### src/rtl/wft_ram.sv
// Generic single-port RAM with registered read
module wft_ram #(
  parameter int WIDTH = 8,
  parameter int DEPTH = 256
) (
  input  logic                     clk,
  input  logic                     we,
  input  logic [$clog2(DEPTH)-1:0] addr,
  input  logic [WIDTH-1:0]         wdata,
  output logic [WIDTH-1:0]         rdata
);
  logic [WIDTH-1:0] mem [DEPTH];

  always_ff @(posedge clk) begin
    if (we) mem[addr] <= wdata;
    rdata <= mem[addr];
  end
endmodule
### config.mk
export PLATFORM = sky130hd
export DESIGN_NAME = wft_ram
export DESIGN_NICKNAME = d
export VERILOG_FILES = /design/src/rtl/wft_ram.sv
export SDC_FILE = /design/constraint.sdc
export NUM_CORES = 2
export LEC_CHECK = 0
export ABC_AREA = 0
export BUFFER_PORTS_ARGS = -buffer_cell sky130_fd_sc_hd__buf_4
export CORE_UTILIZATION = 55
export DETAILED_ROUTE_END_ITERATION = 7
export PLACE_DENSITY_LB_ADDON = 0.1
export SYNTH_ARGS = -nofsm -noshare
export SYNTH_HDL_FRONTEND = slang
export SYNTH_SLANG_ARGS = --single-unit
### constraint.sdc
create_clock -name clk -period 4 [get_ports clk]
set_input_delay 0.2 -clock clk [delete_from_list [all_inputs] [get_ports clk]]
set_output_delay 0.2 -clock clk [all_outputs]
set_load 0.05 [all_outputs]
==> run metrics <==
register area share after synthesis=78.6%; # IOs=26; DIE AREA=0.144 mm²; Setup CP Type=input port to register; CTS clk-pin slew, worst paths=0.06 ns; CP peak stage delay=0.95 ns; total track usage=27.2%; Worst Tran Pin Value=1.14 ns; routed vias/inst=6.51; FP Rows=138; hold-fix buffers at CTS=7; fin crit period=2.94 ns; nets@finish=3867; number of fill cells=9471; Static Leak=27.6 nW; Setup Skew=0.0297 ns; post-CTS setup buffer count=0; #FFs+latches synth=2056; pwr dens=498 mW/mm²; reg-to-reg setup timing slack=1.33 ns; endpoints failing setup=0; fmax=340 MHz; worst reg2reg path depth=5; Worst R2R Start=mem[239][0]; outcome=finished clean; unrepaired setup endpoints after global routing=false; Final Util=63.0%; synth unique cells=22; first-pass GRT wire length=281 mm; final WL=193 mm; RR Endpoint=rdata[0]; Worst slew margin=23.7%; cell count along the critical path=8; drt pass-1 iters=5; Worst Path Required=4.63 ns; IO buf count=25; core region area=0.142 mm²; worst min path class=input port to register; setup TNS=0 ns; Worst EP arrival=3.57 ns; initial antenna violation count=13; post-route ant nets=0; syn nets=3565; number of global-route vias before repair=39400; Max H-tree Level=4; Final Hold Vio Count=0; most frequent cells in the layout=edfxtp_1, mux4_2, buf_4; clock sink count=2056; setup slack after layout=1.06 ns; Yosys top cell by area=edfxtp_1; HPWL after detailed placement=117 mm; Max Root-Sink Buffers=3; CP cell instances=buf_8, buf_12, buf_4, mux4_2, a22oi_1, a21oi_1, o41ai_1, nand4_1; Synth Instances=3547; crit path launch type=input port; CTS resizes=0; YS warnings=0; slowest stage cell, crit path=o41ai_1; commonest non-fill, non-tap cell in the layout=edfxtp_1; final slew viol count=0; synthesized area=0.0785 mm²; CTS tree=built; layout cell share with drive strength beyond 1=27.7%; Starting Density=55.4%; Layout area overhead=13.7%; DR iter-0 viols=4887; Worst Setup EP=rdata[7]; crit path from=addr[0]; worst-path maximum fanout=53; RePlAce Congestion=0.857; max-cap violations=0; wire length per cell=32.7 µm; detailed-route via count=38400; DRC=0; Die W=380 µm; Tot Pwr=44.4 mW; Overflow after GRT=0; delay-heaviest family, CP=buffers and inverters; Worst Path Buf+Inv=3; largest net degree at the start of global routing=182; Critical Path End Type=register; pre-CTS WS=0.138 ns; Area contributors post-synth=edfxtp_1, mux4_2, a22oi_1; clock root buffer=clkbuf_16; Die Y=380 µm; Syn Area/Cell=22.1 µm²; VDD IR max=0.402 mV; Worst Hold Launch=wdata[5]; post-synth top area share=78.3%; clock latency on the worst-skew pair=0.82 ns; crit share post-route=73.5%; Num CTS Buffers=199
==> cell usage after synthesis (all sizes together) <==
master	count
nand2	28
a22oi	256
o41ai	32
or3	1
inv	1
dfxtp	8
a21oi	128
clkbuf	145
and2	3
mux4	512
edfxtp	2048
nor2b	7
nor3	30
buf	87
nand3	13
nand2b	6
nor2	232
nand4	8
or2	2
==> metrics by stage <==
stage	hold WS (ns)	instance area, µm²	cells
floorplan	0.299	78500	3547
global placement	0.685	82700	5530
detailed placement	0.683	82800	5531
CTS	0.0754	89200	5899
global route	0.0956	89300	5900
finish	0.0511	89300	5901
==> final cells by class <==
type | instances | area [µm²] | share of cell area (%)
Clock inverter | 92 | 950 | 1.06
Antenna cell | 2 | 5.00 | 0.00561
Sequential cell | 2056 | 61700 | 69.1
Timing Repair Buffer | 333 | 3010 | 3.37
Multi-Input combinational cell | 1258 | 15800 | 17.7
Tap cell | 1890 | 2360 | 2.65
Clock buffer | 269 | 5470 | 6.13
Inverter | 1 | 3.75 | 0.00421
==> how the worst min path moves through the flow <==
stage                       end  slack (ns)  cells after the start
global route        mem[142][5]         0.1                      1
finish              mem[141][5]        0.05                      1
detailed placement     rdata[0]        0.68                      1
global placement       rdata[0]        0.68                      1
floorplan             mem[0][0]        0.30                      0
CTS                 mem[142][5]        0.08                      1
==> sequential cells by signal, indices dropped and copies added, names as in the netlist <==
name   flops
mem     2048
rdata      8
==> kinds of logic (layout without fill, tap and decap cells) <==
group / after synthesis / after routing / synth area share, %
multiplexers: 512 / 512 / 14.7
buffers and inverters: 233 / 695 / 1.40
flip-flops: 2056 / 2056 / 78.6
AND/OR/NAND/NOR: 330 / 330 / 1.73
other: 0 / 2 / 0
AO/OA/AOI/OAI: 416 / 416 / 3.62
==> metal layers <==
metal  part of all wire, %  up-vias  wire length [µm]  track usage [%]
li1                      -    15700                 -                -
met1                    40    20500             78000             40.0
met4                   2.8       12              5500             8.35
met3                   9.2      302             17700             5.23
met5                 0.038        -                73                0
met2                    48     1899             91800             41.9
==> report_power, final <==
group          total (mW)  switching [mW]  internal [mW]  leakage (nW)
clock network        18.5            7.75           10.8          3.12
logic                2.14            1.38          0.755          6.01
registers            23.8          0.0288           23.8          18.5
total                44.4            9.16           35.3          27.6
Power figures use the tool's default switching activity.
